`config.mk`:
```
export PLATFORM = sky130hd
export DESIGN_NAME = char_lcd_4bit_writer_unit
export DESIGN_NICKNAME = d
export VERILOG_FILES = /design/src/hdl/lcdw_pkg.sv /design/src/hdl/char_lcd_4bit_writer_unit.sv /design/src/hdl/lcdw_decode.sv /design/src/hdl/lcdw_stepper.sv
export SDC_FILE = /design/constraint.sdc
export NUM_CORES = 1
export LEC_CHECK = 0
export BUFFER_PORTS_ARGS = -buffer_cell sky130_fd_sc_hd__buf_2
export CORE_MARGIN = 4
export CORE_UTILIZATION = 55
export DETAILED_ROUTE_END_ITERATION = 10
export PLACE_DENSITY = 0.79
export SYNTH_ARGS = -nofsm -noshare
export SYNTH_HDL_FRONTEND = slang
export SYNTH_SLANG_ARGS = --single-unit
```
`constraint.sdc`:
```
create_clock -name clk -period 3.9 [get_ports clk]
set_input_delay 0.585 -clock clk [delete_from_list [all_inputs] [get_ports clk]]
set_output_delay 0.585 -clock clk [all_outputs]
set_load 0.03 [all_outputs]
```
`src/hdl/lcdw_pkg.sv`:
```
// Shared types and constants for the 4-bit character LCD writer.
package lcdw_pkg;

  localparam logic [1:0] OP_CMD    = 2'd0;
  localparam logic [1:0] OP_DATA   = 2'd1;
  localparam logic [1:0] OP_CURSOR = 2'd2;
  localparam logic [1:0] OP_NIBBLE = 2'd3;

  localparam logic [7:0] SET_DDRAM_CMD = 8'h80;

  localparam int unsigned STEP_W = 4;
  localparam logic [STEP_W-1:0] STEP_RS      = 4'd0;
  localparam logic [STEP_W-1:0] STEP_HI      = 4'd1;
  localparam logic [STEP_W-1:0] STEP_EN_LO_A = 4'd2;
  localparam logic [STEP_W-1:0] STEP_EN_HI_A = 4'd3;
  localparam logic [STEP_W-1:0] STEP_EN_LO_B = 4'd4;
  localparam logic [STEP_W-1:0] STEP_LO      = 4'd5;
  localparam logic [STEP_W-1:0] STEP_EN_LO_C = 4'd6;
  localparam logic [STEP_W-1:0] STEP_EN_HI_B = 4'd7;
  localparam logic [STEP_W-1:0] STEP_EN_LO_D = 4'd8;

  typedef struct packed {
    logic       nibble;
    logic       rs;
    logic [7:0] byte_val;
  } job_t;

  function automatic logic [6:0] row_base(input logic [1:0] row);
    logic [6:0] base;
    case (row)
      2'd0:    base = 7'h00;
      2'd1:    base = 7'h40;
      2'd2:    base = 7'h14;
      2'd3:    base = 7'h54;
      default: base = 7'h00;
    endcase
    return base;
  endfunction

endpackage

```
`src/hdl/char_lcd_4bit_writer_unit.sv`:
```
// Top level of the 4-bit character LCD writer.
//
//   channel  | handshake            | payload
//   ---------+----------------------+------------------------------------
//   request  | in_valid / in_stall  | opcode, value, row, column
//   pin step | out_valid / out_stall| rs_pin, en_pin, data_pins, last
//
// A byte request yields nine pin steps and a nibble request five, one per
// cycle from the step sequencer while the output is not stalled.
// The input register holds the next request while the current one steps.
// Reset (rst, synchronous) empties both stages and drives all pins low.
// A stalled step holds the result register and pauses the sequence.
module char_lcd_4bit_writer_unit (
  input  logic       clk,
  input  logic       rst,
  input  logic       in_valid,
  output logic       in_stall,
  input  logic [1:0] opcode,
  input  logic [7:0] value,
  input  logic [1:0] row,
  input  logic [5:0] column,
  output logic       out_valid,
  input  logic       out_stall,
  output logic       rs_pin,
  output logic       en_pin,
  output logic [3:0] data_pins,
  output logic       last
);

  logic           job_valid;
  logic           job_take;
  lcdw_pkg::job_t job;

  lcdw_decode u_decode (
    .clk       (clk),
    .rst       (rst),
    .in_valid  (in_valid),
    .in_stall  (in_stall),
    .opcode    (opcode),
    .value     (value),
    .row       (row),
    .column    (column),
    .job_valid (job_valid),
    .job       (job),
    .job_take  (job_take)
  );

  lcdw_stepper u_stepper (
    .clk       (clk),
    .rst       (rst),
    .job_valid (job_valid),
    .job       (job),
    .job_take  (job_take),
    .out_valid (out_valid),
    .out_stall (out_stall),
    .rs_pin    (rs_pin),
    .en_pin    (en_pin),
    .data_pins (data_pins),
    .last      (last)
  );

endmodule

```
`src/hdl/lcdw_decode.sv`:
```
// Input register: turns a request into the byte, RS level and kind to send.
module lcdw_decode (
  input  logic              clk,
  input  logic              rst,
  input  logic              in_valid,
  output logic              in_stall,
  input  logic [1:0]        opcode,
  input  logic [7:0]        value,
  input  logic [1:0]        row,
  input  logic [5:0]        column,
  output logic              job_valid,
  output lcdw_pkg::job_t    job,
  input  logic              job_take
);

  lcdw_pkg::job_t job_next;
  logic [6:0]     addr;

  assign in_stall = job_valid && !job_take;

  // address wraps to 7 bits before the set-DDRAM bit goes in
  assign addr = lcdw_pkg::row_base(row) + {1'b0, column};

  always_comb begin
    job_next.nibble   = (opcode == lcdw_pkg::OP_NIBBLE);
    job_next.rs       = (opcode == lcdw_pkg::OP_DATA);
    job_next.byte_val = value;
    case (opcode)
      lcdw_pkg::OP_CURSOR: job_next.byte_val = lcdw_pkg::SET_DDRAM_CMD | {1'b0, addr};
      lcdw_pkg::OP_NIBBLE: job_next.byte_val = {4'h0, value[3:0]};
      default:             job_next.byte_val = value;
    endcase
  end

  always_ff @(posedge clk) begin
    if (rst) begin
      job_valid <= 1'b0;
    end else if (!in_stall) begin
      job_valid <= in_valid;
    end
  end

  always_ff @(posedge clk) begin
    if (!in_stall && in_valid) begin
      job <= job_next;
    end
  end

endmodule

```
`src/hdl/lcdw_stepper.sv`:
```
// Step sequencer: walks one request through its pin steps into the result register.
module lcdw_stepper (
  input  logic              clk,
  input  logic              rst,
  input  logic              job_valid,
  input  lcdw_pkg::job_t    job,
  output logic              job_take,
  output logic              out_valid,
  input  logic              out_stall,
  output logic              rs_pin,
  output logic              en_pin,
  output logic [3:0]        data_pins,
  output logic              last
);

  lcdw_pkg::job_t               cur;
  logic                         busy;
  logic [lcdw_pkg::STEP_W-1:0]  step;
  logic                         gen;
  logic                         final_step;
  logic                         rs_next;
  logic                         en_next;
  logic [3:0]                   data_next;
  logic [3:0]                   hi_nib;

  assign gen        = busy && (!out_valid || !out_stall);
  assign final_step = cur.nibble ? (step == lcdw_pkg::STEP_EN_LO_B)
                                 : (step == lcdw_pkg::STEP_EN_LO_D);
  assign job_take   = !busy || (gen && final_step);

  // a nibble request sends its nibble where a byte sends the high half
  assign hi_nib = cur.nibble ? cur.byte_val[3:0] : cur.byte_val[7:4];

  always_comb begin
    rs_next   = rs_pin;
    en_next   = en_pin;
    data_next = data_pins;
    case (step)
      lcdw_pkg::STEP_RS:      rs_next   = cur.rs;
      lcdw_pkg::STEP_HI:      data_next = hi_nib;
      lcdw_pkg::STEP_LO:      data_next = cur.byte_val[3:0];
      lcdw_pkg::STEP_EN_HI_A,
      lcdw_pkg::STEP_EN_HI_B: en_next   = 1'b1;
      default:                en_next   = 1'b0;
    endcase
  end

  always_ff @(posedge clk) begin
    if (rst) begin
      busy      <= 1'b0;
      step      <= lcdw_pkg::STEP_RS;
      out_valid <= 1'b0;
      rs_pin    <= 1'b0;
      en_pin    <= 1'b0;
      data_pins <= 4'h0;
      last      <= 1'b0;
    end else begin
      if (gen) begin
        out_valid <= 1'b1;
        rs_pin    <= rs_next;
        en_pin    <= en_next;
        data_pins <= data_next;
        last      <= final_step;
        step      <= final_step ? lcdw_pkg::STEP_RS : step + 4'd1;
      end else if (!out_stall) begin
        out_valid <= 1'b0;
      end
      if (job_take) begin
        busy <= job_valid;
      end
    end
  end

  always_ff @(posedge clk) begin
    if (job_take && job_valid) begin
      cur <= job;
    end
  end

endmodule
```
==> results.md, run 1 <==
- Status: complete, no violations
- Syn Inst Count: 130
- Final Setup Violations: 0
- Power Dens Cells: 391 mW/mm2
- Peak supply drop: 0.264 mV
- Req. time, crit path: 3.31 ns
- Fmax achieved: 386 MHz
- Largest net degree at the start of global routing: 15
- Critical path endpoint category: output pin
- YS warnings: 0
- Initial antenna violation count: 0
- WP depth: 7
- WHS Path Cells: 0
- Placed Instances: 185
- Fin util: 0.680
- Avg Synthesized Cell Area: 11.6 um2
- RSZ-0062 raised after global routing: false
- Pre-antenna DRT Iters: 4
- Cell Area, Synth: 0.00151 mm2
- Post-synth EDFFs: 20
- Global-route wire length before repair: 4660 um
- Die span in x: 60.3 um
- Crit-path most repeated cell: inv_1
- CTS Hold Bufs: 0
- Relative slew slack: 0.400
- Drt wl/cell: 13.7 um
- Period utilization: 0.664
- Fin cells: 193
- # diodes: 0
- Register area share after synthesis: 0.585
- Min Tclk post-route: 2.59 ns
- Share of post-route cells with drive strength above 1: 0.294
- Num CTS Buffers: 5
- Postcts setup bufs: 0
- IO Port Bufs: 30
- Netlist cell types: 36
- Multi-input gate area: 569 um2
- Yosys reg bits: 34
- Overall Global Routing Usage: 0.175
- DRT antenna net count: 0
- Worst slew pin tran: 0.901 ns
- Max-Cap Viols: 0
- Crit-path cells: inv_1 -> ha_1 -> and4b_1 -> a31oi_2 -> o211ai_1 -> inv_1 -> buf_2
- Post-DP HPWL: 2080 um
- Slowest stage cell on the critical path: dfxtp_1
- Setup slack after layout: 1.31 ns
- Vias in the first global route: 1047
- Clock Latency Late Sink: 0.32 ns
- Crit-path max cell delay: 0.41 ns
- Initial core utilization: 0.592
- Post_cts resized: 0
- Cell Rows: 18
- Most common cell after layout, fill and taps aside: buf_2
- Grt ovf: 0
- Core area: 0.00254 mm2
- Initial DRC Count: 44
- Worst-path maximum fanout: 6
- Startpoint types: register
- Final Max Tran Viols: 0
- Clk_skew: 0.00319 ns
- Post-route setup TNS: 0 ns
- Most frequent cells in the layout: 30 x buf_2, 20 x edfxtp_1, 14 x dfxtp_1
- Clock Sinks: 34
- Final WL: 2650 um
- Die area: 0.00364 mm2
- Bufs on Longest Clock Path: 2
- Pre-CTS WS: 1.48 ns
- IO Pins: 31
- Pleak: 0.735 nW
- Main flop type after synthesis: edfxtp_1
- Worst Path Buf+Inv: 3
- CTS H-tree lvls: 2
- Final hold viol count: 0
- Syn_nets: 156
- Reg area: 881 um2
- Cell family with most CP delay: compound AO/OA/AOI/OAI gates
- Clk slew on worst S/H paths: 0.10 ns
- Post-synth ARST share: 0
- GP Congestion: 0.753
- Hold Crit Class: register to register
- Largest cells by area after synthesis: edfxtp_1 40%, dfxtp_1 19%, mux2_2 5.2%
- Hold slack: 0.431 ns
- DRC: 0
- CTS tree: done
- DIE HEIGHT: 60.3 um
- Top cell type's share of synthesized area: 0.399
- Arr. time, crit path: 2.01 ns
- Via count: 1040
- Nets@finish: 188
- Root Buffer: clkbuf_4
- Worst-case reg-to-reg path depth: 6
- WS Path Type: register to output pin
- Layout area overhead: 15.0%
- DR vias/cell: 5.39
- FILL cells: 196
- Top cell type by total area after synthesis: edfxtp_1
power by group:
group | internal [mW] | switching (mW)
logic | 0.0315 | 0.0413
registers | 0.402 | 0.00802
clock network | 0.0874 | 0.108
total | 0.521 | 0.157
area by class of cell:
type,count,area share
clock buffers,7,0.0318
clock inverters,1,0.00289
inverters,9,0.0195
multi-input cells,82,0.329
flip-flops and latches,34,0.509
well taps,30,0.0217
repair buffers,30,0.0867
layer usage:
metal,part of all wire,vias up,GRT usage
met5,0,-,0
met4,0.017,0,0.0759
li1,-,521,-
met1,0.41,486,0.199
met2,0.52,27,0.306
met3,0.051,6,0.0489
kinds of logic after synthesis:
logic type | synth area share
adder cells (fa/ha/maj) | 0.0399
AND/OR/NAND/NOR | 0.120
multiplexers | 0.0856
buffers and inverters | 0.0374
AO/OA/AOI/OAI | 0.104
flip-flops | 0.585
XOR/XNOR | 0.0291
Yosys cell counts, types with 2 or more instances:
| library cell | instances |
|---|---|
| a21oi_1 | 10 |
| a31oi_1 | 2 |
| and2_1 | 3 |
| buf_2 | 3 |
| clkbuf_1 | 2 |
| dfxtp_1 | 14 |
| edfxtp_1 | 20 |
| ha_1 | 4 |
| inv_1 | 9 |
| mux2_2 | 7 |
| mux2i_1 | 5 |
| nand2_1 | 9 |
| nand2b_1 | 2 |
| nand3_1 | 3 |
| nand3b_1 | 2 |
| nor2_1 | 7 |
| nor2b_1 | 2 |
| o21ai_0 | 5 |
| xnor2_1 | 4 |
state kept, by name (all words and copies together) (netlist names), 4 cells and up:
signal               flops
u_stepper.step           4
u_stepper.data_pins      4
u_decode.job            10
u_stepper.cur           10
final timing paths:
path | start | endpoint | slack, ns
worst min-delay path | u_decode.job[2]$_DFFE_PP_ | u_stepper.cur[2]$_DFFE_PP_ | 0.43
worst max register to register | u_stepper.step[0]$_SDFFE_PP0P_ | u_stepper.cur[6]$_DFFE_PP_ | 1.48
worst min register to register | u_decode.job[2]$_DFFE_PP_ | u_stepper.cur[2]$_DFFE_PP_ | 0.43
worst max-delay path | u_stepper.step[0]$_SDFFE_PP0P_ | in_stall | 1.31
per-stage QoR:
step                cell area (um2)  total power, mW
CTS                            1730            0.686
finish                         1730            0.678
detailed placement             1670            0.491
global route                   1730            0.713
floorplan                      1510            0.464
global placement               1670            0.486
No activity file was read; power rests on OpenSTA's default activity.
==> run 2, diff against run 1 <==
--- a/config.mk
+++ b/config.mk
@@ -7,9 +7,9 @@
 export LEC_CHECK = 0
 export BUFFER_PORTS_ARGS = -buffer_cell sky130_fd_sc_hd__buf_2
 export CORE_MARGIN = 4
-export CORE_UTILIZATION = 55
+export CORE_UTILIZATION = 53
 export DETAILED_ROUTE_END_ITERATION = 10
-export PLACE_DENSITY = 0.79
+export PLACE_DENSITY = 0.77
 export SYNTH_ARGS = -nofsm -noshare
 export SYNTH_HDL_FRONTEND = slang
 export SYNTH_SLANG_ARGS = --single-unit
==> constraint.sdc (replaced) <==
create_clock -name clk -period 2.4 [get_ports clk]
set_input_delay 0.36 -clock clk [delete_from_list [all_inputs] [get_ports clk]]
set_output_delay 0.36 -clock clk [all_outputs]
set_load 0.03 [all_outputs]
==> results.md, run 2 (synthesis gave the netlist of run 1 again) <==
- Status: complete, no violations (unchanged)
- Pleak: 0.753 nW (was 0.735 nW)
- Most common cell after layout, fill and taps aside: buf_2 (unchanged)
- Postcts setup bufs: 0 (unchanged)
- GP Congestion: 0.887 (was 0.753)
- RSZ-0062 raised after global routing: false (unchanged)
- Critical path endpoint category: output pin (unchanged)
- WS Path Type: register to output pin (unchanged)
- Clk slew on worst S/H paths: 0.11 ns (was 0.10 ns)
- Post-route setup TNS: 0 ns (unchanged)
- Initial antenna violation count: 0 (unchanged)
- Worst-path maximum fanout: 6 (unchanged)
- Cell Rows: 19 (was 18)
- Period utilization: 0.963
- Sw power: 0.268 mW (was 0.157 mW)
- Worst slew pin tran: 0.428 ns (was 0.901 ns)
- Pre-antenna DRT Iters: 4 (unchanged)
- Die area: 0.00376 mm2 (was 0.00364 mm2)
- Arr. time, crit path: 1.95 ns (was 2.01 ns)
- Clock power share: 0.339 (was 0.288)
- Num CTS Buffers: 5 (unchanged)
- Most frequent cells in the layout: 30 x buf_2, 20 x edfxtp_1, 12 x dfxtp_1 (was 30 x buf_2, 20 x edfxtp_1, 14 x dfxtp_1)
- Hold slack: 0.267 ns (was 0.431 ns)
- Root Buffer: clkbuf_4 (unchanged)
- Layout area overhead: 17.4% (was 15.0%)
- Final Setup Violations: 0 (unchanged)
- DR vias/cell: 5.39 (about the same)
- DRC: 0 (unchanged)
- Share of post-route cells with drive strength above 1: 0.317 (was 0.294)
- Grt ovf: 0 (unchanged)
- Largest regs: u_decode.job: 10 flops, u_stepper.cur: 10 flops (unchanged)
- DRT antenna net count: 0 (unchanged)
- Bufs on Longest Clock Path: 2 (unchanged)
- Via count: 1051 (was 1040)
- Final hold viol count: 0 (unchanged)
- Initial DRC Count: 61 (was 44)
- Share of total power in sequential cells: 0.560 (was 0.605)
- Max-Cap Viols: 0 (unchanged)
- Startpoint types: register (unchanged)
- Clock Sinks: 34 (unchanged)
- Post-DP HPWL: 2000 um (was 2080 um)
- Die span in x: 61.3 um (was 60.3 um)
- CTS tree: done (unchanged)
- # diodes: 0 (unchanged)
- Req. time, crit path: 2.04 ns (was 3.31 ns)
- CTS Hold Bufs: 0 (unchanged)
- Power Dens Cells: 673 mW/mm2 (was 391 mW/mm2)
- Peak supply drop: 0.640 mV (was 0.264 mV)
- IO Pins: 31 (unchanged)
- Nets@finish: 189 (was 188)
- Core area: 0.00273 mm2 (was 0.00254 mm2)
- Overall Global Routing Usage: 0.153 (was 0.175)
- Clk_skew: 0.0102 ns (was 0.00319 ns)
- Combinational share of power: 0.101 (was 0.107)
- Drt wl/cell: 13.2 um (was 13.7 um)
- IO Port Bufs: 30 (unchanged)
- Relative slew slack: 0.712 (was 0.400)
- Final WL: 2570 um (was 2650 um)
- CTS H-tree lvls: 2 (unchanged)
- Fmax achieved: 433 MHz
- Clock Latency Late Sink: 0.33 ns (was 0.32 ns)
- Sw frac: 0.225 (was 0.232)
- Global-route wire length before repair: 4200 um (was 4660 um)
- Pint: 0.922 mW (was 0.521 mW)
- Largest net degree at the start of global routing: 15 (unchanged)
- Vias in the first global route: 1030 (was 1047)
- Hold Crit Class: primary input to register (was register to register)
- DIE HEIGHT: 61.3 um (was 60.3 um)
- Final Max Tran Viols: 0 (unchanged)
- Min Tclk post-route: 2.31 ns
- Initial core utilization: 0.551 (was 0.592)
[run 2: layout make-up]
class	count	area, um2
Clock inverter	3	40.0
Tap cell	31	38.8
Timing Repair Buffer	31	158
Fill cell	214	965
Clock buffer	5	37.5
Multi-Input combinational cell	82	578
Inverter	9	33.8
Sequential cell	34	883
[run 2: critical path, stage by stage, from the launching register on]
cell	delay, ns
dfxtp_2	0.38
inv_1	0.06
ha_1	0.26
and4b_1	0.26
a31oi_4	0.23
o211ai_1	0.17
inv_1	0.08
buf_2	0.19
[run 2: final timing paths]
kind | from | to | cells past startpoint | slack, ns
setup / recovery | u_stepper.step[0]$_SDFFE_PP0P_ | in_stall | 7 | 0.09
hold / removal | in_valid | u_decode.job_valid$_SDFFE_PP0N_ | 3 | 0.27
hold reg to reg | u_decode.job[5]$_DFFE_PP_ | u_stepper.cur[5]$_DFFE_PP_ | 0 | 0.43
setup reg to reg | u_stepper.step[0]$_SDFFE_PP0P_ | u_decode.job[6]$_DFFE_PP_ | 6 | 0.26
[run 2: per-stage QoR]
step | power [mW] | setup slack [ns] | util | instances | instance area, um2
floorplan | 0.754 | 0.276 | - | 130 | 1510
global placement | 0.791 | 0.472 | 0.615 | 187 | 1680
detailed placement | 0.798 | 0.315 | 0.615 | 187 | 1680
CTS | 1.20 | 0.0317 | 0.646 | 195 | 1770
global route | 1.24 | 0.0180 | 0.647 | 195 | 1770
finish | 1.19 | 0.0886 | 0.647 | 195 | 1770
[run 2: what timing repair did]
| item | CTS | global route |
|---|---|---|
| pin swaps | 0 | 0 |
| resized for setup | 1 | 2 |
| endpoints found under the setup margin | 1 | 1 |
[run 2: power by group through the flow]
stage	clock [mW]	sequential, mW	combinational (mW)
detailed placement	0	0.679	0.119
CTS	0.414	0.666	0.122
floorplan	0	0.681	0.0731
finish	0.403	0.666	0.121
global route	0.436	0.669	0.134
global placement	0	0.676	0.114
[run 2: routing by layer]
metal | GRT usage | up-vias | share of wire
li1 | - | 525 | -
met1 | 0.151 | 496 | 0.39
met2 | 0.293 | 28 | 0.54
met3 | 0.0566 | 2 | 0.061
met4 | 0.0495 | 0 | 0.0082
met5 | 0 | - | 0
==> run 3, diff against run 2 <==
--- a/config.mk
+++ b/config.mk
@@ -6,6 +6,7 @@
 export NUM_CORES = 1
 export LEC_CHECK = 0
 export BUFFER_PORTS_ARGS = -buffer_cell sky130_fd_sc_hd__buf_2
+export CORE_ASPECT_RATIO = 1.75
 export CORE_MARGIN = 4
 export CORE_UTILIZATION = 53
 export DETAILED_ROUTE_END_ITERATION = 10
==> results.md, run 3 (synthesis gave the netlist of run 1 again) <==
- Cell family with most CP delay: compound AO/OA/AOI/OAI gates (unchanged)
- DRT antenna net count: 0 (unchanged)
- Sw power: 0.278 mW (was 0.268 mW)
- Overall Global Routing Usage: 0.159 (was 0.153)
- Cell area after layout: 0.00180 mm2 (was 0.00177 mm2)
- Final hold viol count: 0 (unchanged)
- Worst-case reg-to-reg path depth: 6 (unchanged)
- Hold path endpoint: u_decode.job_valid$_SDFFE_PP0N_ (unchanged)
- Die span in x: 48.3 um (was 61.3 um)
- Crit-path max cell delay: 0.36 ns (was 0.38 ns)
- Drt wl/cell: 14.4 um (was 13.2 um)
- DIE HEIGHT: 78.5 um (was 61.3 um)
- Reg2reg end: u_decode.job[5]$_DFFE_PP_ (was u_decode.job[6]$_DFFE_PP_)
- Share of post-route cells with drive strength above 1: 0.311 (was 0.317)
- Clock Latency Late Sink: 0.28 ns (was 0.33 ns)
- GP Congestion: 0.765 (was 0.887)
- Sw frac: 0.219 (was 0.225)
- Hold slack: 0.314 ns (was 0.267 ns)
- Clock Sinks: 34 (unchanged)
- Arr. time, crit path: 1.89 ns (was 1.95 ns)
- Worst Path Buf+Inv: 3 (unchanged)
- Final Setup Violations: 0 (unchanged)
- Cell Rows: 25 (was 19)
- Max-Cap Viols: 0 (unchanged)
- DRC: 0 (unchanged)
- Hold path startpoint: in_valid (unchanged)
- Period utilization: 0.939 (was 0.963)
- Status: complete, no violations (unchanged)
- DR vias/cell: 5.55 (was 5.39)
- # diodes: 0 (unchanged)
- IO Port Bufs: 30 (unchanged)
- Pint: 0.996 mW (was 0.922 mW)
- Final WL: 2760 um (was 2570 um)
- Slowest stage cell on the critical path: dfxtp_2 (unchanged)
- Num CTS Buffers: 5 (unchanged)
- Crit-path most repeated cell: inv_1 (unchanged)
- Most common cell after layout, fill and taps aside: buf_2 (unchanged)
- Clk_skew: 0.00296 ns (was 0.0102 ns)
- Pleak: 0.765 nW (was 0.753 nW)
- Initial antenna violation count: 0 (unchanged)
- Peak supply drop: 0.574 mV (was 0.640 mV)
- Fmax achieved: 444 MHz (was 433 MHz)
- Initial core utilization: 0.554 (was 0.551)
- Combinational share of power: 0.096 (was 0.101)
- Final Max Tran Viols: 0 (unchanged)
- Power Dens Cells: 710 mW/mm2 (was 673 mW/mm2)
- Req. time, crit path: 2.04 ns (about the same)
- R2R setup slack: 0.28 ns (was 0.26 ns)
- Startpoint types: register (unchanged)
- Pre-antenna DRT Iters: 4 (unchanged)
- Clk slew on worst S/H paths: 0.07 ns (was 0.11 ns)
- Nets@finish: 189 (unchanged)
- Placed inst area: 0.00168 mm2 (about the same)
- Global-route wire length before repair: 4580 um (was 4200 um)
- Worst-path maximum fanout: 6 (unchanged)
- Reg-to-Reg Start: u_stepper.step[0]$_SDFFE_PP0P_ (unchanged)
- CTS tree: done (unchanged)
- FILL cells: 217 (was 214)
- WS Path Type: register to output pin (unchanged)
- Post-DP HPWL: 2060 um (was 2000 um)
- Crit-path cells: inv_1 -> ha_1 -> and4b_1 -> a31oi_4 -> o211ai_1 -> inv_1 -> buf_2 (unchanged)
- Largest regs: u_decode.job: 10 flops, u_stepper.cur: 10 flops (unchanged)
- IO Pins: 31 (unchanged)
- Largest net degree at the start of global routing: 15 (unchanged)
- Grt ovf: 0 (unchanged)
- Bufs on Longest Clock Path: 2 (unchanged)
- Min Tclk post-route: 2.25 ns (was 2.31 ns)
- Die area: 0.00379 mm2 (was 0.00376 mm2)
- Via count: 1061 (was 1051)
- Core area: 0.00272 mm2 (was 0.00273 mm2)
- Clock power share: 0.382 (was 0.339)
- Initial DRC Count: 11 (was 61)
- Layout area overhead: 19.2% (was 17.4%)
- Share of total power in sequential cells: 0.522 (was 0.560)
- Root Buffer: clkbuf_8 (was clkbuf_4)
- Post-route setup TNS: 0 ns (unchanged)
- Hold Crit Class: primary input to register (unchanged)
- Critical path endpoint category: output pin (unchanged)
- Relative slew slack: 0.647 (was 0.712)
- Vias in the first global route: 1091 (was 1030)
- Worst slew pin tran: 0.525 ns (was 0.428 ns)
- CTS H-tree lvls: 2 (unchanged)
- Most frequent cells in the layout: 30 x buf_2, 20 x edfxtp_1, 13 x dfxtp_1 (was 30 x buf_2, 20 x edfxtp_1, 12 x dfxtp_1)
- WHS Path Cells: 3 (unchanged)
run 3: what timing repair did:
action                     CTS  global route
setup endpoints to repair    0             1
hold buffers                 0             0
setup buffers                0             0
gates resized for setup      0             2
run 3: stage by stage:
| stage | total power, mW | cells | worst slack, ns | util |
|---|---|---|---|---|
| 2_1_floorplan | 0.754 | 130 | 0.276 | - |
| 3_3_place_gp | 0.790 | 183 | 0.473 | 0.616 |
| 3_5_place_dp | 0.799 | 183 | 0.365 | 0.616 |
| 4_1_cts | 1.28 | 191 | 0.0793 | 0.656 |
| 5_1_grt | 1.33 | 191 | -0.0107 | 0.660 |
| 6_report | 1.27 | 191 | 0.146 | 0.660 |
run 3: layout make-up:
class / instances / area (um2) / area share
repair buffers: 31 / 158 / 0.0878
well taps: 27 / 33.8 / 0.0188
inverters: 9 / 33.8 / 0.0188
flip-flops and latches: 34 / 882 / 0.491
clock buffers: 8 / 110 / 0.0613
multi-input cells: 82 / 578 / 0.322
run 3: power groups by stage:
stage / logic [mW] / registers (mW) / clock network, mW
after detailed placement: 0.120 / 0.679 / 0
final: 0.122 / 0.665 / 0.487
after global placement: 0.114 / 0.676 / 0
after global routing: 0.137 / 0.669 / 0.523
after CTS: 0.121 / 0.666 / 0.493
after floorplan: 0.0731 / 0.681 / 0
run 3: per-layer routing:
| layer | track usage | vias up | wire length [um] |
|---|---|---|---|
| met3 | 0.0550 | 13 | 166 |
| met5 | 0 | - | 0 |
| met4 | 0.108 | 0 | 108 |
| met2 | 0.284 | 33 | 1520 |
| met1 | 0.144 | 491 | 959 |
| li1 | - | 524 | - |
run 3: worst register-to-register path, delay by kind of cell (launching register included):
kind / cells / cell delay (ns)
buf+inv: 1 / 0.08
simple gates: 2 / 0.75
compound gates: 2 / 0.34
fa+ha+maj: 1 / 0.26
flops: 1 / 0.34
run 3: how the worst max path moves through the flow:
| stage | start | to | cells past startpoint |
|---|---|---|---|
| floorplan | u_stepper.step[0]$_SDFFE_PP0P_ | u_stepper.cur[0]$_DFFE_PP_ | 6 |
| global placement | u_stepper.step[0]$_SDFFE_PP0P_ | in_stall | 7 |
| detailed placement | u_stepper.step[0]$_SDFFE_PP0P_ | u_decode.job[1]$_DFFE_PP_ | 6 |
| CTS | u_stepper.step[0]$_SDFFE_PP0P_ | in_stall | 7 |
| global route | u_stepper.step[0]$_SDFFE_PP0P_ | in_stall | 7 |
| finish | u_stepper.step[0]$_SDFFE_PP0P_ | in_stall | 7 |
